[config.mk]
export PLATFORM = sky130hd
export DESIGN_NAME = poly_voice_allocator_unit
export DESIGN_NICKNAME = d
export VERILOG_FILES = /design/src/hdl/pva_pkg.sv /design/src/hdl/pva_cell.sv /design/src/hdl/poly_voice_allocator_unit.sv
export SDC_FILE = /design/constraint.sdc
export NUM_CORES = 1
export LEC_CHECK = 0
export BUFFER_PORTS_ARGS = -buffer_cell sky130_fd_sc_hd__buf_2
export CORE_UTILIZATION = 65
export DETAILED_ROUTE_END_ITERATION = 16
export PLACE_DENSITY = 0.82
export SYNTH_ARGS = -nofsm -noshare
export SYNTH_HDL_FRONTEND = slang
export SYNTH_SLANG_ARGS = --single-unit
export TNS_END_PERCENT = 50
[constraint.sdc]
create_clock -name clk -period 5.66 [get_ports clk]
set_clock_uncertainty 0.15 [all_clocks]
set_input_delay 0.283 -clock clk [delete_from_list [all_inputs] [get_ports clk]]
set_output_delay 0.283 -clock clk [all_outputs]
set_load 0.02 [all_outputs]
[src/hdl/pva_pkg.sv]
package pva_pkg;

    localparam logic [15:0] PITCH_EMPTY = 16'h8000;
    localparam logic [3:0]  VOICES_RST  = 4'd8;
    localparam int          OUT_VOICE_W = 3;

    localparam logic CMD_NOTE_ON  = 1'b0;
    localparam logic CMD_NOTE_OFF = 1'b1;

    typedef enum logic [2:0] {
        OP_IDLE,
        OP_INIT,
        OP_ASSIGN,
        OP_STEAL,
        OP_RELEASE
    } pva_op_t;

    typedef struct packed {
        logic               command;
        logic signed [15:0] pitch;
    } pva_in_t;

    typedef struct packed {
        logic [OUT_VOICE_W-1:0] voice;
        logic                   found;
    } pva_out_t;

    typedef struct packed {
        pva_op_t     op;
        logic [15:0] pitch;
        logic        push_age;
        logic        push_free;
    } pva_ctrl_t;

endpackage

[src/hdl/pva_cell.sv]
module pva_cell #(
    parameter int IDX_W     = 3,
    parameter int CNT_W     = 4,
    parameter int CELL_IDX  = 0,
    parameter int RST_COUNT = 8
) (
    input  logic                 clk,
    input  logic                 rst_n,
    input  pva_pkg::pva_ctrl_t   ctrl,
    input  logic [IDX_W-1:0]     voice,
    input  logic [CNT_W-1:0]     count_n,
    input  logic [CNT_W-1:0]     busy,
    input  logic [CNT_W-1:0]     free_cnt,
    input  logic [15:0]          probe_pitch,
    input  logic                 first_in,
    output logic                 first_out,
    output logic                 hit,
    input  logic                 seen_in,
    output logic                 seen_out,
    input  logic [IDX_W-1:0]     age_right,
    input  logic [IDX_W-1:0]     free_right,
    output logic [IDX_W-1:0]     age_q,
    output logic [IDX_W-1:0]     free_q
);
    import pva_pkg::*;

    localparam logic [CNT_W-1:0] POS       = CNT_W'(CELL_IDX);
    localparam logic [CNT_W-1:0] POS_NEXT  = CNT_W'(CELL_IDX + 1);
    localparam logic [IDX_W-1:0] OWN_VOICE = IDX_W'(CELL_IDX);
    localparam logic [IDX_W-1:0] RST_FREE  = (CELL_IDX < RST_COUNT) ? IDX_W'(CELL_IDX) : '0;

    logic [15:0]      pitch_reg, pitch_next;
    logic [IDX_W-1:0] age_reg, age_next;
    logic [IDX_W-1:0] free_reg, free_next;
    logic             active;
    logic             own;
    logic             match_here;
    logic             age_match;

    assign active     = POS < count_n;
    assign own        = voice == OWN_VOICE;
    assign match_here = active && (pitch_reg == probe_pitch);
    assign hit        = match_here && !first_in;
    assign first_out  = first_in || match_here;
    assign age_match  = (POS < busy) && (age_reg == voice);
    assign seen_out   = seen_in || age_match;
    assign age_q      = age_reg;
    assign free_q     = free_reg;

    always_comb
    begin
        pitch_next = pitch_reg;
        age_next   = age_reg;
        free_next  = free_reg;
        case (ctrl.op)
            OP_INIT:
            begin
                pitch_next = PITCH_EMPTY;
                free_next  = active ? OWN_VOICE : '0;
            end
            OP_ASSIGN:
            begin
                if (own)
                begin
                    pitch_next = ctrl.pitch;
                end
                free_next = free_right;
                if (ctrl.push_age && (POS == busy))
                begin
                    age_next = voice;
                end
            end
            OP_STEAL:
            begin
                if (own)
                begin
                    pitch_next = ctrl.pitch;
                end
                if (POS_NEXT < busy)
                begin
                    age_next = age_right;
                end
                else if (POS_NEXT == busy)
                begin
                    age_next = voice;
                end
            end
            OP_RELEASE:
            begin
                if (own)
                begin
                    pitch_next = PITCH_EMPTY;
                end
                if ((seen_in || age_match) && (POS_NEXT < busy))
                begin
                    age_next = age_right;
                end
                if (ctrl.push_free && (POS == free_cnt))
                begin
                    free_next = voice;
                end
            end
            default:
            begin
            end
        endcase
    end

    always_ff @(posedge clk or negedge rst_n)
    begin
        if (!rst_n)
        begin
            pitch_reg <= PITCH_EMPTY;
            free_reg  <= RST_FREE;
        end
        else
        begin
            pitch_reg <= pitch_next;
            free_reg  <= free_next;
        end
    end

    always_ff @(posedge clk)
    begin
        age_reg <= age_next;
    end

endmodule

[src/hdl/poly_voice_allocator_unit.sv]
// Channel   Direction  Handshake               Payload
// in        input      in_valid / in_ready     in_data   (command, pitch)
// out       output     out_valid / out_ready   out_data  (voice, found)
// cfg       input      cfg_we                  cfg_data  (voices_in_use)
//
// Each word passes through S_IDLE, where the accept cycle searches the cell row
// and registers the result, then S_APPLY, which updates every cell at once.
// After reset all voices are empty and the free queue holds voices 0 to N-1.
// A configuration write restores that state for the new voice count.
// A result waits in the output register; a new word is taken once it is taken.
module poly_voice_allocator_unit #(
    parameter int MAX_VOICES = 8
) (
    input  logic              clk,
    input  logic              rst_n,
    input  logic              in_valid,
    output logic              in_ready,
    input  pva_pkg::pva_in_t  in_data,
    output logic              out_valid,
    input  logic              out_ready,
    output pva_pkg::pva_out_t out_data,
    input  logic              cfg_we,
    input  logic [3:0]        cfg_data
);
    import pva_pkg::*;

    localparam int IDX_W     = (MAX_VOICES > 1) ? $clog2(MAX_VOICES) : 1;
    localparam int CNT_W     = $clog2(MAX_VOICES + 1);
    localparam int RST_COUNT = (int'(VOICES_RST) > MAX_VOICES) ? MAX_VOICES : int'(VOICES_RST);
    localparam logic [CNT_W-1:0] RST_N = CNT_W'(RST_COUNT);

    typedef enum logic {
        S_IDLE,
        S_APPLY
    } state_t;

    function automatic logic [CNT_W-1:0] clamp_count(input logic [3:0] v);
        logic [CNT_W-1:0] r;
        if (v == 4'd0)
        begin
            r = CNT_W'(1);
        end
        else if (32'(v) > MAX_VOICES)
        begin
            r = CNT_W'(MAX_VOICES);
        end
        else
        begin
            r = CNT_W'(v);
        end
        return r;
    endfunction

    state_t           state_reg, state_next;
    logic             out_valid_reg, out_valid_next;
    pva_out_t         out_data_reg, out_data_next;
    logic [3:0]       voices_reg, voices_next;
    logic [CNT_W-1:0] busy_reg, busy_next;
    logic [CNT_W-1:0] free_reg, free_next;
    pva_op_t          op_reg, op_next;
    logic [15:0]      pitch_reg, pitch_next;
    logic [IDX_W-1:0] voice_reg, voice_next;

    logic [CNT_W-1:0] n_eff;
    logic [CNT_W-1:0] cell_n;
    pva_ctrl_t        ctrl;
    logic             in_fire;
    logic             pitch_ok;
    logic [IDX_W-1:0] hit_voice;
    pva_op_t          acc_op;
    logic [IDX_W-1:0] acc_voice;
    logic [IDX_W+OUT_VOICE_W-1:0] voice_ext;

    logic             first_c [0:MAX_VOICES];
    logic             seen_c  [0:MAX_VOICES];
    logic [IDX_W-1:0] age_c   [0:MAX_VOICES];
    logic [IDX_W-1:0] free_c  [0:MAX_VOICES];
    logic [MAX_VOICES-1:0] hit_vec;

    assign n_eff  = clamp_count(voices_reg);
    assign cell_n = cfg_we ? clamp_count(cfg_data) : n_eff;

    assign first_c[0]         = 1'b0;
    assign seen_c[0]          = 1'b0;
    assign age_c[MAX_VOICES]  = '0;
    assign free_c[MAX_VOICES] = '0;

    for (genvar k = 0; k < MAX_VOICES; k++)
    begin : g_cell
        pva_cell #(
            .IDX_W     (IDX_W),
            .CNT_W     (CNT_W),
            .CELL_IDX  (k),
            .RST_COUNT (RST_COUNT)
        ) u_cell (
            .clk         (clk),
            .rst_n       (rst_n),
            .ctrl        (ctrl),
            .voice       (voice_reg),
            .count_n     (cell_n),
            .busy        (busy_reg),
            .free_cnt    (free_reg),
            .probe_pitch ($unsigned(in_data.pitch)),
            .first_in    (first_c[k]),
            .first_out   (first_c[k+1]),
            .hit         (hit_vec[k]),
            .seen_in     (seen_c[k]),
            .seen_out    (seen_c[k+1]),
            .age_right   (age_c[k+1]),
            .free_right  (free_c[k+1]),
            .age_q       (age_c[k]),
            .free_q      (free_c[k])
        );
    end

    always_comb
    begin
        hit_voice = '0;
        for (int k = 0; k < MAX_VOICES; k++)
        begin
            if (hit_vec[k])
            begin
                hit_voice = hit_voice | IDX_W'(k);
            end
        end
    end

    assign in_ready  = (state_reg == S_IDLE) && (!out_valid_reg || out_ready);
    assign in_fire   = in_valid && in_ready;
    assign out_valid = out_valid_reg;
    assign out_data  = out_data_reg;
    assign pitch_ok  = $unsigned(in_data.pitch) != PITCH_EMPTY;

    always_comb
    begin
        acc_op    = OP_IDLE;
        acc_voice = '0;
        if (pitch_ok)
        begin
            if (in_data.command == CMD_NOTE_ON)
            begin
                if (free_reg != '0)
                begin
                    acc_op    = OP_ASSIGN;
                    acc_voice = free_c[0];
                end
                else if (busy_reg != '0)
                begin
                    acc_op    = OP_STEAL;
                    acc_voice = age_c[0];
                end
            end
            else if (first_c[MAX_VOICES])
            begin
                acc_op    = OP_RELEASE;
                acc_voice = hit_voice;
            end
        end
        voice_ext = (IDX_W + OUT_VOICE_W)'(acc_voice);
    end

    always_comb
    begin
        state_next     = state_reg;
        out_valid_next = out_valid_reg;
        out_data_next  = out_data_reg;
        voices_next    = voices_reg;
        busy_next      = busy_reg;
        free_next      = free_reg;
        op_next        = op_reg;
        pitch_next     = pitch_reg;
        voice_next     = voice_reg;

        ctrl.op        = OP_IDLE;
        ctrl.pitch     = pitch_reg;
        ctrl.push_age  = busy_reg < n_eff;
        ctrl.push_free = free_reg < n_eff;

        if (out_valid_reg && out_ready)
        begin
            out_valid_next = 1'b0;
        end

        unique case (state_reg)
            S_IDLE:
            begin
                if (in_fire)
                begin
                    state_next          = S_APPLY;
                    op_next             = acc_op;
                    pitch_next          = $unsigned(in_data.pitch);
                    voice_next          = acc_voice;
                    out_valid_next      = 1'b1;
                    out_data_next.found = acc_op != OP_IDLE;
                    out_data_next.voice = (acc_op != OP_IDLE) ? voice_ext[OUT_VOICE_W-1:0] : '0;
                end
            end
            S_APPLY:
            begin
                state_next = S_IDLE;
                ctrl.op    = op_reg;
                case (op_reg)
                    OP_ASSIGN:
                    begin
                        free_next = free_reg - CNT_W'(1);
                        busy_next = busy_reg + CNT_W'(ctrl.push_age);
                    end
                    OP_RELEASE:
                    begin
                        busy_next = busy_reg - CNT_W'(seen_c[MAX_VOICES]);
                        free_next = free_reg + CNT_W'(ctrl.push_free);
                    end
                    default:
                    begin
                    end
                endcase
            end
            default:
            begin
                state_next = S_IDLE;
            end
        endcase

        if (cfg_we)
        begin
            ctrl.op     = OP_INIT;
            voices_next = cfg_data;
            busy_next   = '0;
            free_next   = clamp_count(cfg_data);
        end
    end

    always_ff @(posedge clk or negedge rst_n)
    begin
        if (!rst_n)
        begin
            state_reg     <= S_IDLE;
            out_valid_reg <= 1'b0;
            out_data_reg  <= '0;
            voices_reg    <= VOICES_RST;
            busy_reg      <= '0;
            free_reg      <= RST_N;
            op_reg        <= OP_IDLE;
            pitch_reg     <= PITCH_EMPTY;
            voice_reg     <= '0;
        end
        else
        begin
            state_reg     <= state_next;
            out_valid_reg <= out_valid_next;
            out_data_reg  <= out_data_next;
            voices_reg    <= voices_next;
            busy_reg      <= busy_next;
            free_reg      <= free_next;
            op_reg        <= op_next;
            pitch_reg     <= pitch_next;
            voice_reg     <= voice_next;
        end
    end

endmodule
==> results of run 1 <==
cell type report:
cell class	instances	share of cell area (%)
Tap cell	225	2.19
Clock buffer	29	5.05
Timing Repair Buffer	53	2.87
Multi-Input combinational cell	869	45.3
Clock inverter	13	1.11
Inverter	10	0.292
Sequential cell	216	43.2
worst max path at each step:
| stage | from | end | slack, ps | cells past startpoint |
|---|---|---|---|---|
| floorplan | voices_reg[3] | busy_reg[3] | 2730 | 11 |
| CTS | op_reg[0] | g_cell[0].u_cell.pitch_reg[9] | 2070 | 5 |
| finish | op_reg[0] | g_cell[0].u_cell.pitch_reg[9] | 1990 | 5 |
| global route | op_reg[0] | g_cell[6].u_cell.pitch_reg[1] | 1690 | 5 |
| detailed placement | cfg_we | g_cell[2].u_cell.pitch_reg[5] | 1990 | 6 |
| global placement | cfg_we | g_cell[2].u_cell.pitch_reg[6] | 2080 | 6 |
critical path, cell delays in order, from the launching register on:
cell     delay [ps]
dfrtp_1         490
nor2_1          270
and3_1          820
nor2_1          480
o21ai_2        1020
o21ai_0         260
cell usage after synthesis (3+ instances only):
master / instances / area share [%]
nor3_1: 9 / 0.38
nand3_1: 15 / 0.64
buf_4: 20 / 1.3
nand2_1: 212 / 6.8
a221o_1: 4 / 0.34
dfstp_2: 23 / 5.1
edfxtp_1: 24 / 6.1
nor4b_1: 4 / 0.30
nand4_1: 24 / 1.3
xnor2_1: 88 / 6.6
inv_1: 10 / 0.32
a21oi_1: 26 / 1.1
ha_1: 16 / 1.7
buf_2: 16 / 0.68
nor2b_1: 3 / 0.16
nor4_1: 27 / 1.4
o31a_1: 3 / 0.22
a22oi_1: 4 / 0.26
nand2b_1: 8 / 0.43
nand3b_1: 3 / 0.19
nor2_1: 42 / 1.3
a31oi_1: 5 / 0.27
nand4b_1: 4 / 0.30
nor3b_1: 3 / 0.19
or2_2: 5 / 0.27
a21o_1: 7 / 0.45
dfrtp_1: 169 / 36
a211o_1: 4 / 0.30
or3_1: 3 / 0.16
mux2_2: 95 / 9.1
and3_1: 6 / 0.32
o211ai_1: 4 / 0.26
clkbuf_1: 34 / 1.1
o21ai_0: 105 / 4.5
xor2_1: 70 / 5.2
and2_1: 20 / 1.1
o21a_1: 10 / 0.64
power breakdown:
part | total, W | internal (W) | switching [W]
clock network | 0.00157 | 0.000914 | 0.000652
registers | 0.00176 | 0.00168 | 0.0000818
logic | 0.000563 | 0.000213 | 0.000350
total | 0.00389 | 0.00281 | 0.00108
layer usage:
layer / vias to the layer above / global-route usage (%) / wire (um)
li1: 4055 / - / -
met1: 4339 / 42.1 / 12100
met2: 322 / 57.3 / 14600
met3: 91 / 5.19 / 1680
met4: 0 / 12.9 / 1080
met5: - / 0 / 0
logic make-up (layout without fill, tap and decap cells):
group | after synthesis | in the layout | share of synthesized area [%]
AND/OR/NAND/NOR | 399 | 399 | 16.0
flip-flops | 216 | 216 | 47.2
AO/OA/AOI/OAI | 200 | 200 | 10.5
XOR/XNOR | 158 | 158 | 11.8
multiplexers | 95 | 95 | 9.09
buffers and inverters | 82 | 105 | 3.49
adder cells (fa/ha/maj) | 17 | 17 | 1.87
per-stage QoR:
stage               setup WS [ps]  hold slack [ps]  utilization [%]  power (W)
floorplan                    2730             -163                -    0.00218
global placement             2080              298             68.1    0.00231
detailed placement           1990              300             68.1    0.00233
CTS                          2070            0.320             73.5    0.00389
global route                 1690             27.6             73.5    0.00402
finish                       1990             11.8             73.5    0.00389
timing repair:
| item | 4_1_cts | 5_1_grt |
|---|---|---|
| buffers inserted | 0 | 0 |
| hold buffers | 16 | 0 |
| setup endpoints to repair | 0 | 0 |
| endpoints found under the hold margin | 125 | 0 |
==> qor.yml, run 1 <==
clk_latency_ps: 540
design_area_sq_mm: 0.0129
setup_violations: 0
fill_cells: 1215
cts_buffers: 23
worstPathRequired_ps: 5860
dieWidth_um: 137
outcome: "finished, final reports clean"
timing.setup.tns_ps: 0
synth_ff_type: "dfrtp_1"
clk_root_buffer_cell: "clkbuf_16"
antenna_left: 0
synth_nets: 1210
crit_path_end_kind: "flop"
tightest_slew_ps: 1190
gp_congestion: 0.888
max_freq_mhz: 273
hold_start: "in_data[9]"
port_buffers: 31
relSlewSlack_pct: 20.9
synth.distinct_cells: 72
grt_pass1_wl_um: 47400
nets: 1216
avgViaCountPerCell: 6.22
final_cells: 1415
drive_gt1_share_pct: 18.0
cp_max_fo: 32
hp-class: "input pin to flop"
die-area_sq_mm: 0.0186
drc_errors: 0
synth_edf_count: 24
criticalPathCategory: "flop to flop"
initial_core_util_pct: 67.3
cellLeakagePower_nw: 5.73
multi_input_area_sq_mm: 0.00582
yosysWarnings: 0
avgSynthCellArea_sq_um: 10.1
clockBufferDepth: 3
rows: 48
reg2reg_depth: 5
wirelength_um: 29500
ys_ff_latch: 216
largest_reg_flops: 128
hold_violations: 0
first_global_vias: 8919
rsz0062_at_grt: "no"
reg2reg_setup_slack_ps: 1990
dpl.cell_count: 1357
final_cell_mix: "212 x nand2_1, 169 x dfrtp_1, 100 x o21ai_0"
wl_per_cell_um: 20.8
final_common_cell: "nand2_1"
diodes: 0
grt_util_all_layers_pct: 33.3
placed_cell_area_sq_mm: 0.0119
synthArstFlopShare_pct: 88.9
overflow: 0
synth_area_sq_mm: 0.0118
cts.sinks: 216
post_cts_resized: 0
grt_max_degree: 128
rr_endpoint: "g_cell[0].u_cell.pitch_reg[9]"
yosysSeqAreaShare_pct: 47.2
r2r_start: "op_reg[0]"
synthCells: 1167
peakVddDrop_uv: 276
period_needed_ps: 3670
worst_setup_path_start_kind: "flop"
min_to: "pitch_reg[9]"
ios: 32
clkTransAtPathRegs_ps: 60
dr.pass1.iters: 5
worstPathArrival_ps: 3870
chipHeight_um: 137
cts_tree: "built"
syn_to_final_growth_pct: 9.25
antenna_found_initial: 0
dp_hpwl_um: 19800
slew_violations: 0
powerDensity_mw_per_mm2: 303
vias: 8807
regArea_sq_mm: 0.00555
drv_cap: 0
hold_path_depth: 3
post-route-period-util_pct: 64.8
drtIter0Drc: 706
fp.coreArea_sq_mm: 0.0175
htreeDepth: 1
Power figures use the tool's default switching activity.
==> run 2, diff against run 1 <==
Settings changed: CORE_UTILIZATION 65 to 63, PLACE_DENSITY 0.82 to 0.79.
Clock period 5.66 ns to 3.7 ns, I/O delays scaled along.
==> run 2 against run 1 <==
Net effect:
- the run now ends with design-rule violations left
- sequential cell count is the same
- critical path depth is 5 higher
- global-route usage decreased by 0.76 points
- core utilization is 0.97 points lower
- non-clock buffer count increased by 28
- first-iteration DRC count up 19%
- total power up 58%
- final area is 2.5% higher
- clock-buffer cell count is 5 higher
- largest cell class unchanged
- largest power group unchanged
==> qor.yml, run 2 (same netlist as run 1, synthesis figures left out) <==
outcome: "finished with violations"  # was finished, final reports clean
violations: "design-rule violations"
drive_gt1_share_pct: 19.2  # was 18.0%
crit_path_end_kind: "flop"  # unchanged
reg2reg_setup_slack_ps: 540  # was 1990 ps
final_common_cell: "nand2_1"  # unchanged
worstSetupEndpoint: "busy_reg[1]"  # was g_cell[0].u_cell.pitch_reg[9]
clk_root_buffer_cell: "clkbuf_16"  # unchanged
peakVddDrop_uv: 412  # was 276 uV
wirelength_um: 30100  # was 29,500 um
vias: 8954  # was 8,807
powerDensity_mw_per_mm2: 467  # was 303 mW/mm^2
switching_share_pct: 26.9  # was 27.8%
max_freq_mhz: 316  # was 273 MHz
port_buffers: 31  # unchanged
grt_util_all_layers_pct: 32.5  # was 33.3%
cts_tree: "built"  # unchanged
initial_core_util_pct: 64.8  # was 67.3%
relSlewSlack_pct: 21.0  # was 20.9%
first_global_vias: 9068  # was 8,919
power.total_w: 0.00615  # was 0.00389 W
hold_slack_ps: 134  # was 11.8 ps
rr_endpoint: "busy_reg[1]"  # was g_cell[0].u_cell.pitch_reg[9]
pwr-share-clk_pct: 41.5  # was 40.2%
chipHeight_um: 139  # was 137 um
p_int_w: 0.00449  # was 0.00281 W
reg2reg_depth: 10  # was 5
final_cells: 1449  # was 1,415
fp.coreArea_sq_mm: 0.0181  # was 0.0175 sq mm
period_needed_ps: 3160  # was 3670 ps
die-area_sq_mm: 0.0192  # was 0.0186 sq mm
dr.pass1.iters: 11  # was 5
antenna_left: 0  # unchanged
timing.setup.tns_ps: 0  # unchanged
rsz0062_at_grt: "no"  # unchanged
htreeDepth: 1  # unchanged
cellLeakagePower_nw: 5.91  # was 5.73 nW
drtIter0Drc: 840  # was 706
post-route-period-util_pct: 85.4  # was 64.8%
hold_violations: 0  # unchanged
wl_per_cell_um: 20.8  # about the same
tightest_slew_ps: 1190  # about the same
p_sw_w: 0.00166  # was 0.00108 W
slew_violations: 0  # unchanged
cts_buffers: 24  # was 23
r2r_start: "busy_reg[3]"  # was op_reg[0]
p_seq_share_pct: 43.8  # was 45.3%
diodes: 0  # unchanged
grt_pass1_wl_um: 48900  # was 47,400 um
clockBufferDepth: 3  # unchanged
comb_power_share_pct: 14.7  # was 14.5%
final_cell_mix: "212 x nand2_1, 169 x dfrtp_1, 100 x o21ai_0"  # unchanged
setup_violations: 0  # unchanged
worst_setup_path_start_kind: "flop"  # unchanged
clk_latency_ps: 520  # was 540 ps
cts_hold_buf: 26  # was 16
worstPathArrival_ps: 3410  # was 3870 ps
dieWidth_um: 139  # was 137 um
nets: 1245  # was 1,216
worstPathRequired_ps: 3950  # was 5860 ps
largest_reg_flops: 128  # unchanged
cp-startpoint: "busy_reg[3]"  # was op_reg[0]
overflow: 0  # unchanged
hp-class: "input pin to async pin"  # was input pin to flop
dp_hpwl_um: 20400  # was 19,800 um
rows: 49  # was 48
avgViaCountPerCell: 6.18  # was 6.22
grt_max_degree: 88  # was 128
drv_cap: 0  # unchanged
cp_max_fo: 6  # was 32
drc_errors: 4  # was 0
clkTransAtPathRegs_ps: 70  # was 60 ps
criticalPathCategory: "flop to flop"  # unchanged
ios: 32  # unchanged
antenna_found_initial: 0  # unchanged
syn_to_final_growth_pct: 12.0  # was 9.25%
cts.sinks: 216  # unchanged
post_cts_resized: 0  # unchanged
dpl.cell_count: 1379  # was 1,357
cts_setup_buffers: 0  # unchanged
fin_util_pct: 72.6  # was 73.5%
gp_congestion: 0.873  # was 0.888
run 2: power by group through the flow:
stage / logic, W / clock network [W] / registers, W
2_1_floorplan: 0.000626 / 0 / 0.00270
3_3_place_gp: 0.000845 / 0 / 0.00272
3_5_place_dp: 0.000862 / 0 / 0.00273
4_1_cts: 0.000894 / 0.00258 / 0.00269
5_1_grt: 0.000994 / 0.00266 / 0.00271
6_report: 0.000905 / 0.00255 / 0.00269
run 2: worst max-delay path: stages (launching register included):
cell and delay, ps:
dfrtp_1 430, or2_2 370, nor2_1 280, o211a_1 270, nand3_1 110, a41oi_1 340, a31oi_1 140, ha_1 210
inv_1 100, fa_1 420, a22o_1 210
run 2: per-stage QoR:
stage / instance area [sq um] / setup slack [ps]
3_5_place_dp: 12100 / 589
6_report: 13200 / 540
4_1_cts: 13200 / 573
3_3_place_gp: 12100 / 637
5_1_grt: 13200 / 313
2_1_floorplan: 11800 / 772
run 2: layout make-up:
class,instances,area [sq um]
inverter,10,37.5
sequential,216,5550
timing repair buffer,81,617
tap,229,287
clock buffer,34,719
fill,1315,4980
multi-input combinational,869,5820
clock inverter,10,138
run 2: routing by layer:
layer	wire (um)	GRT usage [%]	up-vias	share of wire, %
met5	0	0	-	0
met4	1140	13.0	0	3.8
met3	1890	4.52	90	6.3
met2	14700	55.1	344	49
met1	12400	42.5	4404	41
li1	-	-	4116	-
run 2: worst min path at each step:
stage                         start                          to  slack [ps]  cells after the start
after detailed placement      rst_n  g_cell[6].u_cell.free_q[0]         140                      1
after floorplan               rst_n                 busy_reg[0]        -260                      0
final                         rst_n               voices_reg[1]         130                      2
after global placement        rst_n                 free_reg[2]         140                      1
after CTS                 out_ready               pitch_reg[15]         140                      6
after global routing      out_ready               pitch_reg[15]         190                      6
